## src/rtl/core/kmpq_pkg.sv

```systemverilog
`timescale 1ns / 1ps
// Shared types and constants for the keyed max priority queue.
// Depends on nothing; every other file of the block imports it.
`default_nettype none

package kmpq_pkg;

  localparam int unsigned DEPTH  = 16;
  localparam int unsigned KEY_W  = 8;
  localparam int unsigned REL_W  = 16;
  localparam int unsigned TIME_W = 32;
  localparam int unsigned KIND_W = 3;
  localparam int unsigned IDX_W  = $clog2(DEPTH);
  localparam int unsigned CNT_W  = $clog2(DEPTH + 1);

  // Command codes carried by the kind field
  typedef enum logic [KIND_W-1:0] {
    KIND_PUSH   = 3'd0,
    KIND_POP    = 3'd1,
    KIND_PEEK   = 3'd2,
    KIND_QUERY  = 3'd3,
    KIND_EXPIRE = 3'd4
  } kind_e;

  // Sequencer states
  typedef enum logic [2:0] {
    ST_IDLE,
    ST_LOOK,
    ST_SCAN,
    ST_DROP,
    ST_PACK,
    ST_DONE
  } state_e;

  // Operation broadcast to every cell
  typedef enum logic [2:0] {
    CELL_IDLE,
    CELL_PUSH,
    CELL_EXPIRE,
    CELL_DROP,
    CELL_PACK
  } cell_op_e;

  typedef struct packed {
    logic              valid;
    logic [KEY_W-1:0]  key;
    logic [REL_W-1:0]  rel;
    logic [TIME_W-1:0] created;
  } entry_t;

  // Running result handed from cell to cell during a scan
  typedef struct packed {
    logic             found;
    logic [KEY_W-1:0] key;
    logic [REL_W-1:0] rel;
    logic [IDX_W-1:0] idx;
    logic [CNT_W-1:0] rank;
  } carry_t;

  typedef struct packed {
    cell_op_e          op;
    logic [KEY_W-1:0]  key;
    logic [REL_W-1:0]  rel;
    logic [TIME_W-1:0] now;
    logic [TIME_W-1:0] expire_time;
    logic              hit;
    logic              full;
    logic [REL_W-1:0]  match_rel;
    logic [IDX_W-1:0]  drop_idx;
  } cell_ctl_t;

endpackage

`default_nettype wire

```

## src/rtl/core/keyed_max_priority_queue.sv

```systemverilog
`timescale 1ns / 1ps
// Top level of the keyed max priority queue: command sequencer, result
// register and configuration register. Depends on kmpq_pkg and kmpq_chain.
//
//   Commands enter on the in channel (kind, key, relevance, now_time) with
//   valid/ready; each command returns exactly one item on the out channel.
//   expire_time is written on the cfg channel, which is always ready; write
//   it only while no command is in flight.
//   The result register loads once the command has passed these states:
//     push, unused kind codes  LOOK, then DONE
//     peek, query, pop         LOOK, SCAN (one pass of the scan carry through
//                              the cell row), DONE; a pop that finds an entry
//                              runs DROP, then PACK until no hole is left
//     expire sweep             LOOK, then PACK until no hole is left below a
//                              valid entry, then DONE
//   One command is worked on at a time; in_ready_o is high only while the
//   sequencer is idle, from the cycle after the result register loads. A
//   finished result waits in the output register and the next command may be
//   accepted meanwhile; it completes only once the register is free, so a
//   stalled receiver holds the block.
//   Reset empties the table and clears expire_time, which disables expiry.
`default_nettype none

module keyed_max_priority_queue (
  input  logic                          clk_i,
  input  logic                          rst_ni,
  // command channel
  input  logic                          in_valid_i,
  output logic                          in_ready_o,
  input  logic [kmpq_pkg::KIND_W-1:0]   kind_i,
  input  logic [kmpq_pkg::KEY_W-1:0]    key_i,
  input  logic [kmpq_pkg::REL_W-1:0]    relevance_i,
  input  logic [kmpq_pkg::TIME_W-1:0]   now_time_i,
  // result channel
  output logic                          out_valid_o,
  input  logic                          out_ready_i,
  output logic                          found_o,
  output logic [kmpq_pkg::KEY_W-1:0]    out_key_o,
  output logic [kmpq_pkg::REL_W-1:0]    out_relevance_o,
  output logic [kmpq_pkg::CNT_W-1:0]    out_rank_o,
  output logic [kmpq_pkg::CNT_W-1:0]    out_count_o,
  output logic                          dropped_o,
  // configuration channel
  input  logic                          cfg_valid_i,
  output logic                          cfg_ready_o,
  input  logic [kmpq_pkg::TIME_W-1:0]   cfg_data_i
);
  import kmpq_pkg::*;

  state_e            state_q, state_d;
  logic [KIND_W-1:0] kind_q;
  logic [KEY_W-1:0]  key_q;
  logic [REL_W-1:0]  rel_q;
  logic [TIME_W-1:0] now_q;
  logic [TIME_W-1:0] expire_time_q;
  logic [CNT_W-1:0]  scan_cnt_q, scan_cnt_d;
  logic              hit_q;
  logic [KEY_W-1:0]  match_key_q;
  logic [REL_W-1:0]  match_rel_q;
  logic              dropped_q;
  carry_t            best_q;

  logic              out_valid_q;
  logic              found_q;
  logic [KEY_W-1:0]  out_key_q;
  logic [REL_W-1:0]  out_rel_q;
  logic [CNT_W-1:0]  out_rank_q;
  logic [CNT_W-1:0]  out_count_q;
  logic              out_dropped_q;

  cell_ctl_t         ctl;
  logic [DEPTH-1:0]  valid;
  logic              hit;
  logic [KEY_W-1:0]  hit_key;
  logic [REL_W-1:0]  hit_rel;
  carry_t            last_carry;
  logic              packed_row;
  logic [CNT_W-1:0]  count;
  logic              full;
  logic              scan_end;
  logic              out_free;
  logic              in_fire;

  kmpq_chain u_chain (
    .clk_i     (clk_i),
    .rst_ni    (rst_ni),
    .ctl_i     (ctl),
    .valid_o   (valid),
    .hit_o     (hit),
    .hit_key_o (hit_key),
    .hit_rel_o (hit_rel),
    .carry_o   (last_carry)
  );

  assign in_ready_o  = (state_q == ST_IDLE);
  assign in_fire     = in_valid_i && in_ready_o;
  assign cfg_ready_o = 1'b1;
  assign full        = valid[DEPTH-1];
  assign scan_end    = (scan_cnt_q == CNT_W'(DEPTH));
  assign out_free    = !out_valid_q || out_ready_i;

  // Detect a hole below a valid entry; count entries
  always_comb begin
    packed_row = 1'b1;
    count      = '0;
    for (int i = 0; i < DEPTH; i++) begin
      count = count + CNT_W'(valid[i]);
      if (i < DEPTH - 1) begin
        if (!valid[i] && valid[i+1]) begin
          packed_row = 1'b0;
        end
      end
    end
  end

  // Next state
  always_comb begin
    state_d = state_q;
    unique case (state_q)
      ST_IDLE: begin
        if (in_fire) begin
          state_d = ST_LOOK;
        end
      end
      ST_LOOK: begin
        case (kind_q)
          KIND_POP, KIND_PEEK, KIND_QUERY: state_d = ST_SCAN;
          KIND_EXPIRE:                     state_d = ST_PACK;
          default:                         state_d = ST_DONE;
        endcase
      end
      ST_SCAN: begin
        if (scan_end) begin
          state_d = ((kind_q == KIND_POP) && last_carry.found) ? ST_DROP : ST_DONE;
        end
      end
      ST_DROP: begin
        state_d = ST_PACK;
      end
      ST_PACK: begin
        if (packed_row) begin
          state_d = ST_DONE;
        end
      end
      ST_DONE: begin
        if (out_free) begin
          state_d = ST_IDLE;
        end
      end
      default: begin
        state_d = ST_IDLE;
      end
    endcase
  end

  // Cell commands
  always_comb begin
    ctl.op          = CELL_IDLE;
    ctl.key         = key_q;
    ctl.rel         = rel_q;
    ctl.now         = now_q;
    ctl.expire_time = expire_time_q;
    ctl.hit         = hit;
    ctl.full        = full;
    ctl.match_rel   = match_rel_q;
    ctl.drop_idx    = best_q.idx;
    unique case (state_q)
      ST_LOOK: begin
        if (kind_q == KIND_PUSH) begin
          ctl.op = CELL_PUSH;
        end else if ((kind_q == KIND_EXPIRE) && (expire_time_q != '0)) begin
          ctl.op = CELL_EXPIRE;
        end
      end
      ST_DROP: ctl.op = CELL_DROP;
      ST_PACK: begin
        if (!packed_row) begin
          ctl.op = CELL_PACK;
        end
      end
      default: ctl.op = CELL_IDLE;
    endcase
  end

  // Scan counter
  always_comb begin
    scan_cnt_d = scan_cnt_q;
    if (state_q == ST_LOOK) begin
      scan_cnt_d = '0;
    end else if ((state_q == ST_SCAN) && !scan_end) begin
      scan_cnt_d = scan_cnt_q + CNT_W'(1);
    end
  end

  always_ff @(posedge clk_i or negedge rst_ni) begin
    if (!rst_ni) begin
      state_q       <= ST_IDLE;
      scan_cnt_q    <= '0;
      expire_time_q <= '0;
      out_valid_q   <= 1'b0;
    end else begin
      state_q    <= state_d;
      scan_cnt_q <= scan_cnt_d;
      if (cfg_valid_i) begin
        expire_time_q <= cfg_data_i;
      end
      if ((state_q == ST_DONE) && out_free) begin
        out_valid_q <= 1'b1;
      end else if (out_ready_i) begin
        out_valid_q <= 1'b0;
      end
    end
  end

  // Hold the command and intermediate results
  always_ff @(posedge clk_i) begin
    if (in_fire) begin
      kind_q <= kind_i;
      key_q  <= key_i;
      rel_q  <= relevance_i;
      now_q  <= now_time_i;
    end
    if (state_q == ST_LOOK) begin
      hit_q       <= hit;
      match_key_q <= hit_key;
      match_rel_q <= hit_rel;
      dropped_q   <= (kind_q == KIND_PUSH) && !hit && full;
    end
    if ((state_q == ST_SCAN) && scan_end) begin
      best_q <= last_carry;
    end
  end

  // Load the result register
  always_ff @(posedge clk_i) begin
    if ((state_q == ST_DONE) && out_free) begin
      found_q       <= 1'b0;
      out_key_q     <= '0;
      out_rel_q     <= '0;
      out_rank_q    <= '0;
      out_dropped_q <= 1'b0;
      out_count_q   <= count;
      case (kind_q)
        KIND_PUSH: begin
          out_dropped_q <= dropped_q;
        end
        KIND_POP, KIND_PEEK: begin
          found_q <= best_q.found;
          if (best_q.found) begin
            out_key_q <= best_q.key;
            out_rel_q <= best_q.rel;
          end
        end
        KIND_QUERY: begin
          found_q <= hit_q;
          if (hit_q) begin
            out_key_q  <= match_key_q;
            out_rel_q  <= match_rel_q;
            out_rank_q <= best_q.rank + CNT_W'(1);
          end
        end
        default: begin
        end
      endcase
    end
  end

  assign out_valid_o     = out_valid_q;
  assign found_o         = found_q;
  assign out_key_o       = out_key_q;
  assign out_relevance_o = out_rel_q;
  assign out_rank_o      = out_rank_q;
  assign out_count_o     = out_count_q;
  assign dropped_o       = out_dropped_q;

endmodule

`default_nettype wire

```

## src/rtl/core/kmpq_cell.sv

```systemverilog
`timescale 1ns / 1ps
// One slot of the queue: holds an entry, updates it on broadcast commands,
// shifts from its upper neighbor on compaction and forwards the scan carry.
// Depends on kmpq_pkg.
`default_nettype none

module kmpq_cell (
  input  logic                     clk_i,
  input  logic                     rst_ni,
  input  logic [kmpq_pkg::IDX_W-1:0] idx_i,
  input  kmpq_pkg::cell_ctl_t      ctl_i,
  input  kmpq_pkg::entry_t         upper_i,
  input  logic                     lower_valid_i,
  input  logic                     hole_i,
  input  kmpq_pkg::carry_t         carry_i,
  output kmpq_pkg::entry_t         entry_o,
  output logic                     hole_o,
  output logic                     match_o,
  output kmpq_pkg::carry_t         carry_o
);
  import kmpq_pkg::*;

  logic              valid_q, valid_d;
  logic [KEY_W-1:0]  key_q, key_d;
  logic [REL_W-1:0]  rel_q, rel_d;
  logic [TIME_W-1:0] created_q, created_d;
  carry_t            carry_q, carry_d;
  logic              match;
  logic              first_free;
  logic              expired;
  logic              shift;
  logic [TIME_W-1:0] age;
  logic              take;
  logic              ahead;

  // Compare against the broadcast command
  assign match      = valid_q && (key_q == ctl_i.key);
  assign first_free = !valid_q && lower_valid_i;
  assign age        = ctl_i.now - created_q;
  assign expired    = valid_q && (age >= ctl_i.expire_time);
  assign shift      = hole_i || !valid_q;

  assign hole_o  = shift;
  assign match_o = match;
  assign entry_o = '{valid: valid_q, key: key_q, rel: rel_q, created: created_q};

  // Update the slot
  always_comb begin
    valid_d   = valid_q;
    key_d     = key_q;
    rel_d     = rel_q;
    created_d = created_q;
    unique case (ctl_i.op)
      CELL_PUSH: begin
        if (match) begin
          if (ctl_i.rel > rel_q) begin
            rel_d = ctl_i.rel;
          end
        end else if (!ctl_i.hit && !ctl_i.full && first_free) begin
          valid_d   = 1'b1;
          key_d     = ctl_i.key;
          rel_d     = ctl_i.rel;
          created_d = ctl_i.now;
        end
      end
      CELL_EXPIRE: begin
        if (expired) begin
          valid_d = 1'b0;
        end
      end
      CELL_DROP: begin
        if (idx_i == ctl_i.drop_idx) begin
          valid_d = 1'b0;
        end
      end
      CELL_PACK: begin
        if (shift) begin
          valid_d   = upper_i.valid;
          key_d     = upper_i.key;
          rel_d     = upper_i.rel;
          created_d = upper_i.created;
        end
      end
      default: begin
      end
    endcase
  end

  // Advance the scan carry: keep the earliest best, count entries ahead
  always_comb begin
    take  = valid_q && (!carry_i.found || (rel_q > carry_i.rel));
    ahead = valid_q && (rel_q > ctl_i.match_rel);
    carry_d       = carry_i;
    carry_d.found = carry_i.found | valid_q;
    carry_d.rank  = carry_i.rank + CNT_W'(ahead);
    if (take) begin
      carry_d.key = key_q;
      carry_d.rel = rel_q;
      carry_d.idx = idx_i;
    end
  end

  assign carry_o = carry_q;

  always_ff @(posedge clk_i or negedge rst_ni) begin
    if (!rst_ni) begin
      valid_q <= 1'b0;
    end else begin
      valid_q <= valid_d;
    end
  end

  always_ff @(posedge clk_i) begin
    key_q     <= key_d;
    rel_q     <= rel_d;
    created_q <= created_d;
    carry_q   <= carry_d;
  end

endmodule

`default_nettype wire

```

## src/rtl/core/kmpq_chain.sv

```systemverilog
`timescale 1ns / 1ps
// Row of queue cells, oldest entry in cell zero, with neighbor wiring and
// the key-match reduction. Depends on kmpq_pkg and kmpq_cell.
`default_nettype none

module kmpq_chain (
  input  logic                          clk_i,
  input  logic                          rst_ni,
  input  kmpq_pkg::cell_ctl_t           ctl_i,
  output logic [kmpq_pkg::DEPTH-1:0]    valid_o,
  output logic                          hit_o,
  output logic [kmpq_pkg::KEY_W-1:0]    hit_key_o,
  output logic [kmpq_pkg::REL_W-1:0]    hit_rel_o,
  output kmpq_pkg::carry_t              carry_o
);
  import kmpq_pkg::*;

  entry_t             entry [DEPTH];
  entry_t             upper [DEPTH];
  carry_t             carry_out [DEPTH];
  carry_t             carry_in [DEPTH];
  logic [DEPTH-1:0]   hole;
  logic [DEPTH-1:0]   hole_in;
  logic [DEPTH-1:0]   lower_valid;
  logic [DEPTH-1:0]   match;

  for (genvar i = 0; i < DEPTH; i++) begin : g_cell
    if (i == 0) begin : g_first
      assign carry_in[i]    = '0;
      assign hole_in[i]     = 1'b0;
      assign lower_valid[i] = 1'b1;
    end else begin : g_rest
      assign carry_in[i]    = carry_out[i-1];
      assign hole_in[i]     = hole[i-1];
      assign lower_valid[i] = entry[i-1].valid;
    end
    if (i == DEPTH - 1) begin : g_last
      assign upper[i] = '0;
    end else begin : g_inner
      assign upper[i] = entry[i+1];
    end

    kmpq_cell u_cell (
      .clk_i         (clk_i),
      .rst_ni        (rst_ni),
      .idx_i         (IDX_W'(i)),
      .ctl_i         (ctl_i),
      .upper_i       (upper[i]),
      .lower_valid_i (lower_valid[i]),
      .hole_i        (hole_in[i]),
      .carry_i       (carry_in[i]),
      .entry_o       (entry[i]),
      .hole_o        (hole[i]),
      .match_o       (match[i]),
      .carry_o       (carry_out[i])
    );

    assign valid_o[i] = entry[i].valid;
  end

  assign carry_o = carry_out[DEPTH-1];
  assign hit_o   = |match;

  // Select the matching entry; keys are unique so at most one is set
  always_comb begin
    hit_key_o = '0;
    hit_rel_o = '0;
    for (int i = 0; i < DEPTH; i++) begin
      hit_key_o = hit_key_o | (entry[i].key & {KEY_W{match[i]}});
      hit_rel_o = hit_rel_o | (entry[i].rel & {REL_W{match[i]}});
    end
  end

endmodule

`default_nettype wire
```

## config.mk

```make
export PLATFORM = sky130hd
export DESIGN_NAME = keyed_max_priority_queue
export DESIGN_NICKNAME = d
export VERILOG_FILES = /design/src/rtl/core/kmpq_pkg.sv /design/src/rtl/core/keyed_max_priority_queue.sv /design/src/rtl/core/kmpq_cell.sv /design/src/rtl/core/kmpq_chain.sv
export SDC_FILE = /design/constraint.sdc
export NUM_CORES = 2
export LEC_CHECK = 0
export BUFFER_PORTS_ARGS = -buffer_cell sky130_fd_sc_hd__buf_2
export CAP_MARGIN = 30
export CORE_MARGIN = 5
export CORE_UTILIZATION = 35
export DETAILED_ROUTE_END_ITERATION = 6
export GPL_TIMING_DRIVEN = 0
export MAX_ROUTING_LAYER = met4
export SYNTH_ARGS = -nofsm -noshare
export SYNTH_HDL_FRONTEND = slang
export SYNTH_HIERARCHICAL = 1
export SYNTH_SLANG_ARGS = --single-unit
```

## constraint.sdc

```tcl
create_clock -name clk_i -period 8.85 [get_ports clk_i]
set_clock_uncertainty 0.1 [all_clocks]
set_input_delay 0.4425 -clock clk_i [delete_from_list [all_inputs] [get_ports clk_i]]
set_output_delay 0.4425 -clock clk_i [all_outputs]
set_load 0.1 [all_outputs]
```

# Yosys cells after proc, flatten, opt, wreduce, memory -nomap -nowiden

Cells that the tools add are included.

Bitwise gates (word level): 77
Reduce and logical (&&, ||, !) cells: 244
Eq/ne operators: 161
Order comparisons: 63
Add/subtract/negate cells: 48
Multiplexer cells: 356

Operator list:

| cell                                          | count |
|---|---|
| two-way mux 32 bit                            | 48 |
| two-way mux 16 bit                            | 66 |
| case mux 32 bit (2 select lines)              | 16 |
| > comparator 16 bit                           | 47 |
| case mux 16 bit (2 select lines)              | 17 |
| >= comparator 32 bit                          | 16 |
| subtractor 32 bit                             | 16 |
| two-way mux 28 bit                            | 15 |
| two-way mux 8 bit                             | 50 |
| case mux 8 bit (2 select lines)               | 17 |
| bitwise AND 16 bit                            | 16 |
| OR 16 bit                                     | 15 |
| inequality test 2 bit (second input constant) | 83 |
| AND reduction 4 bit                           | 33 |
| bitwise AND 8 bit                             | 16 |
| equality test 8 bit                           | 16 |
| adder 5 x 1 -> 5 bit                          | 24 |
| OR 8 bit                                      | 15 |
| logical AND 1 bit                             | 118 |
| two-way mux 1 bit                             | 97 |
| inequality test 3 bit (second input constant) | 32 |
| AND reduction 6 bit                           | 15 |
| case mux 1 bit (4 select lines)               | 16 |
| zero test 1 bit                               | 34 |
| 33 further kinds                              | 111 |

Output and inout port bits: 39
Input port bits: 96
Word-level logic and storage cells: 1116
Flip-flop bits (word level): 1645

# Depth between registers and ports, before layout

Word-level depth: 22
Mapped depth: 22
Mapped depth without buffers: 22

# Hierarchy

The synthesis kept the hierarchy.

Modules (own cells, without submodules):

| module                                    | area each (um^2) | sequential area each (um^2) | instances | cells each |
|---|---|---|---|---|
| kmpq_cell (u_chain.g_cell[10].u_cell ...) | 7294.5           | 2387.3                      | 11        | 743 |
| kmpq_cell (u_chain.g_cell[0].u_cell ...)  | 7419.6           | 2387.3                      | 2         | 759 |
| kmpq_cell (u_chain.g_cell[8].u_cell)      | 7528.5           | 2387.3                      | 1         | 785 |
| kmpq_cell (u_chain.g_cell[9].u_cell)      | 7488.4           | 2387.3                      | 1         | 774 |
| keyed_max_priority_queue                  | 7415.9           | 5680.4                      | 1         | 438 |
| kmpq_cell (u_chain.g_cell[13].u_cell)     | 7324.5           | 2387.3                      | 1         | 750 |
| kmpq_chain                                | 2285.9           | 0.0                         | 1         | 271 |

# Least setup slack after synthesis

OpenSTA, ideal clock, no wires.

Path type: register -> register
Start: register kind_q[1]
End: register u_chain.g_cell[9].u_cell.rel_q[0] (enable)
Arrival: 7.214 ns
Slack: 1.194 ns
Setup time: 0.342 ns
Clock period less this slack: 7.656 ns
Stages on the path, launching flop included: 8
Buffers on the path: 1
Required time: 8.408 ns
Path through: edfxtp_1 > buf_2 > nor3_1 > nor2_1 > nor2_1 > or3b_2 > o21ai_0 > a31o_2

RTL lines:

| item                     | RTL line                        | RTL |
|---|---|---|
| start: declaration       | keyed_max_priority_queue.sv:51  | `logic [KIND_W-1:0] kind_q;` |
| start signal: assignment | keyed_max_priority_queue.sv:218 | `kind_q <= kind_i;` |
| end signal: assignment   | kmpq_cell.sv:115                | `rel_q <= rel_d;` |
| end: declaration         | kmpq_cell.sv:25                 | `logic [REL_W-1:0] rel_q, rel_d;` |

# Final worst setup path

Start: register u_chain.g_cell[1].u_cell.valid_q
End: register u_chain.g_cell[15].u_cell.valid_q

Elaborated cells on any way between the ends: 52
Those cells by class: 9 x eq/ne; 18 x mux; 25 x reduce/logical

RTL lines:

| item                                   | RTL line         | RTL |
|---|---|---|
| start: declaration                     | kmpq_cell.sv:23  | `logic valid_q, valid_d;` |
| start signal: assignment               | kmpq_cell.sv:109 | `valid_q <= valid_d;` |
| zero test 1 bit                        | kmpq_cell.sv:41  | `assign shift = hole_i \|\| !valid_q;` |
| logical OR 1 bit                       | kmpq_cell.sv:41  |  |
| via u_chain.hole[1]                    | kmpq_chain.sv:22 | `logic [DEPTH-1:0] hole;` |
| logical OR 1 bit                       | kmpq_cell.sv:41  |  |
| via u_chain.hole[2]                    | kmpq_chain.sv:22 |  |
| logical OR 1 bit                       | kmpq_cell.sv:41  |  |
| via u_chain.hole[3]                    | kmpq_chain.sv:22 |  |
| logical OR 1 bit                       | kmpq_cell.sv:41  |  |
| via u_chain.hole[4]                    | kmpq_chain.sv:22 |  |
| (+1 left out)                          | -                |  |
| via u_chain.hole[5]                    | kmpq_chain.sv:22 |  |
| (+1 left out)                          | -                |  |
| via u_chain.hole[6]                    | kmpq_chain.sv:22 |  |
| (+1 left out)                          | -                |  |
| via u_chain.hole[7]                    | kmpq_chain.sv:22 |  |
| (+1 left out)                          | -                |  |
| via u_chain.hole[8]                    | kmpq_chain.sv:22 |  |
| (+1 left out)                          | -                |  |
| via u_chain.hole[9]                    | kmpq_chain.sv:22 |  |
| (+1 left out)                          | -                |  |
| via u_chain.hole[10]                   | kmpq_chain.sv:22 |  |
| (+1 left out)                          | -                |  |
| via u_chain.hole[11]                   | kmpq_chain.sv:22 |  |
| (+1 left out)                          | -                |  |
| via u_chain.hole[12]                   | kmpq_chain.sv:22 |  |
| logical OR 1 bit                       | kmpq_cell.sv:41  |  |
| via u_chain.hole[13]                   | kmpq_chain.sv:22 |  |
| logical OR 1 bit                       | kmpq_cell.sv:41  |  |
| via u_chain.hole[14]                   | kmpq_chain.sv:22 |  |
| logical OR 1 bit                       | kmpq_cell.sv:41  |  |
| via u_chain.hole[15]                   | kmpq_chain.sv:22 |  |
| inequality test 2 bit (no source line) | -                |  |
| AND reduction 6 bit (no source line)   | -                |  |
| end signal: assignment                 | kmpq_cell.sv:109 |  |
| end: declaration                       | kmpq_cell.sv:23  |  |

The timed path passes the listed nets, and every way through them passes these cells.
A chain may end at the register's enable or synchronous reset.

==> impl_metrics.ini <==
[outcome]
status = complete, no violations

[synthesis]
yosys.area_share.simple_pct = 9.41
synth.area.top_cells = edfxtp_1 (25%), ha_1 (18%), mux2_2 (9.2%), dfxtp_1 (8.6%), inv_1 (5.6%)
synth-compound-area-share_pct = 14.8
synthXorXnorAreaFrac_pct = 4.57
seq_area_frac_synth_pct = 34.5
synthDistinctLibCells = 109
synth_area_um2 = 127000
synth_mux_area_share_pct = 11.7
synth_top_family_by_area = adder cells
synth.largest_area_cell = edfxtp_1
synth_top_area_share_pct = 24.8
synth-seq-cells = 1652
syn_inst = 12709
synthArstFlopShare_pct = 3.45
synthAdderAreaFrac_pct = 18.3
synth-edff-count = 1051
ys.flop_type = edfxtp_1
ys_warn_count = 6
syn_avg_cell_area_um2 = 10.0

[pwr]
p_sw_share_pct = 44.8
netSwitchingPower_w = 0.0251
p_int_w = 0.0309
p_leak_nw = 65.3
seqPwrFrac_pct = 26.8
cellPowerDensity_nw_per_um2 = 380
peakVddDrop_uv = 379
p_clk_share_pct = 15.4
p_comb_share_pct = 57.8

[timing]
relSlewSlack_pct = 25.8
tightestPinTransition_ns = 1.11
fin_crit_ns = 6.80
drv_slew = 0
max_freq_ghz = 0.147
rsz0062_at_grt = no
whs_ns = 0.0583
setup_viol = 0
min_period_over_period_pct = 76.8
finalWorstSetupSlack_ns = 2.05
hold_viol = 0

[cells_and_area]
area_delta_synth_final_pct = 16.0
final_core_util_pct = 40.7
design_area_um2 = 147000
layout-drive-gt1-share_pct = 15.0
multi_input_area_um2 = 76000
final_nets = 15516
n_fill_cell = 35236
fin_cells = 18551
regArea_um2 = 43900

[setup_path]
required_ns = 9.52
cp_max_fo = 15
endpoint_kind = flop
criticalPathCategory = reg -> reg
critPathArrivalTime_ns = 7.46
cp-start-kind = flop

[floorplanning]
fp.dieW_um = 613
dieArea_um2 = 375000
io_pins = 135
rows = 221
die_h_um = 613
start_util_pct = 35.1
core_um2 = 362000

[detailed_routing]
via_per_inst = 5.46
drt_iter0_markers = 8733
routedWlPerCell_um = 24.1
drtPass1Iterations = 5
vias = 101252
routed_wirelength_um = 447000
drc = 0
antenna_left = 0

[global_routing]
gr-total-overflow = 0
antenna_found_initial = 24
grt_max_degree = 51
grt_usage_pct = 23.5
grt_pass1_wl_um = 642000
first_global_vias = 98355

[run]
drv_cap = 0

[clock_network]
cts_hold_buffers = 96
cts_max_level = 4
cts_tree = built
clk_latency_ns = 0.95
clock-sinks = 1652
cts_setup_buffers = 0
cts_made_buffers = 201
clockBufferDepth = 4
root_buffer = clkbuf_16
path_clk_slew_ns = 0.06
cts_resized = 0

[placement]
dp.cells = 18071
dp_hpwl_um = 358000
gp_congestion = 0.985
io_buffers = 132
dpl_cell_area_um2 = 140000
post-place-ws_ns = 2.42

[worst_hold_path]
hold_class = in -> async
[power by group through the flow]
stage          clock network, W  registers (W)  logic, W
6_report                0.00860         0.0150    0.0324
5_1_grt                 0.00905         0.0152    0.0355
4_1_cts                 0.00877         0.0149    0.0321
3_5_place_dp                  0         0.0150    0.0318
3_3_place_gp                  0         0.0160    0.0295
2_1_floorplan                 0         0.0141    0.0217
[sequential cells by signal, summed over array words and instances (netlist names), 8 cells and up]
name / count
out_key_o: 8
match_rel_q: 16
u_chain/g_cell.u_cell/carry_o: 544
rel_q: 16
u_chain/g_cell.u_cell/valid_q: 16
u_chain/g_cell.u_cell/created_q: 512
key_q: 8
expire_time_q: 32
u_chain/g_cell.u_cell/rel_q: 256
best_q: 34
u_chain/g_cell.u_cell/key_q: 128
match_key_q: 8
now_q: 32
out_relevance_o: 16
[cells in the final DEF (no fill, tap or decap), types with 178 or more instances in the layout]
cell type,Yosys,routed
nand4_1,334,334
edfxtp_1,1051,1051
nand3_1,230,230
a21o_1,463,463
inv_1,1883,1883
ha_1,1816,1816
clkbuf_16,0,213
conb_1,3,229
nand2_1,416,416
a21oi_1,793,767
o21ai_0,350,348
xnor2_1,463,463
dfxtp_1,544,544
xor2_1,201,201
buf_2,67,202
nor2_1,435,433
clkbuf_1,141,178
mux2_2,1038,1038
mux2i_1,245,245
[critical path: stages (launching register included)]
cell and delay (ns):
dfrtp_1 0.34, clkbuf_1 0.54, nand2b_1 0.24, nand2b_1 0.23
nand2b_1 0.22, nand2b_1 0.26, nand2b_1 0.26, nand2b_1 0.25
nand2b_1 0.30, nand2b_1 0.28, nand2b_1 0.25, nand2b_1 0.24
nand2b_1 0.27, nand2b_1 0.40, nand2b_1 0.34, nand2b_1 0.61
nand2b_1 0.34, nand3_1 0.17, a21oi_4 0.13, buf_12 0.19
a32o_1 0.27, nor4_1 0.33, nor2_1 0.09
[cell families after synthesis]
logic type	Yosys count
AOI/OAI and AO/OA	2788
and+or+nand+nor	2263
buffers and inverters	2147
adders and majority gates	1842
DFF	1652
muxes	1350
xor gates and xnor gates	664
other	3
[layer usage]
metal	global-route usage, %	vias up	share of wire, %
li1	-	47825	-
met1	30.6	49214	44
met2	35.7	3477	43
met3	5.31	736	8.6
met4	8.76	0	4.4
met5	-	-	0
[area by class of cell]
type / instances / share of cell area [%]
diodes: 8 / 0.0136
inverters: 1883 / 4.79
repair buffers: 440 / 4.31
clock inverters: 100 / 0.689
clock buffers: 274 / 3.91
well taps: 4794 / 4.07
multi-input cells: 9136 / 51.5
plain buffers: 264 / 0.944
flip-flops and latches: 1652 / 29.8
[final timing paths]
path,startpoint,to,slack [ns],cells past startpoint
setup / recovery,u_chain/g_cell[1].u_cell/valid_q,u_chain/g_cell[15].u_cell/valid_q,2.05,22
hold / removal,rst_ni,expire_time_q[21],0.06,2
setup reg to reg,u_chain/g_cell[1].u_cell/valid_q,u_chain/g_cell[15].u_cell/valid_q,2.05,22
hold reg to reg,u_chain/g_cell[14].u_cell/carry_o[6],u_chain/g_cell[15].u_cell/carry_o[6],0.29,1
max in group asynchronous,rst_ni,u_chain/g_cell[6].u_cell/valid_q,8.00,3
min in group clk_i,cfg_valid_i,expire_time_q[1],0.12,3
[Yosys cell counts, types with 25 or more instances]
library cell	count
nand3b_1	55
ha_1	1816
o21ai_0	350
a221oi_1	94
a2111oi_0	40
mux2i_1	245
mux2_1	67
mux2_2	1038
clkbuf_1	141
o21a_1	166
dfxtp_1	544
nand2b_1	161
a22o_1	97
edfxtp_1	1051
a31oi_1	69
and3_1	92
buf_6	25
o22ai_1	32
nand4_1	334
o211ai_1	74
a211oi_1	83
nor3_1	146
dfrtp_1	57
nand2_1	416
nor4b_1	25
a211o_1	31
nand3_1	230
a21o_1	463
nor4_1	74
fa_1	26
inv_1	1883
nor2_1	435
o21ai_1	117
a22oi_1	26
nor2b_1	136
xor2_1	201
a21boi_0	44
buf_2	67
nor3b_1	33
xnor2_1	463
a21oi_1	793
[through the flow]
step           total power, W  setup TNS (ns)
3_5_place_dp           0.0468               0
3_3_place_gp           0.0455        -6718.36
5_1_grt                0.0598               0
4_1_cts                0.0557               0
2_1_floorplan          0.0358               0
6_report               0.0560               0
Note: power is estimated with default switching activity, not from simulation.
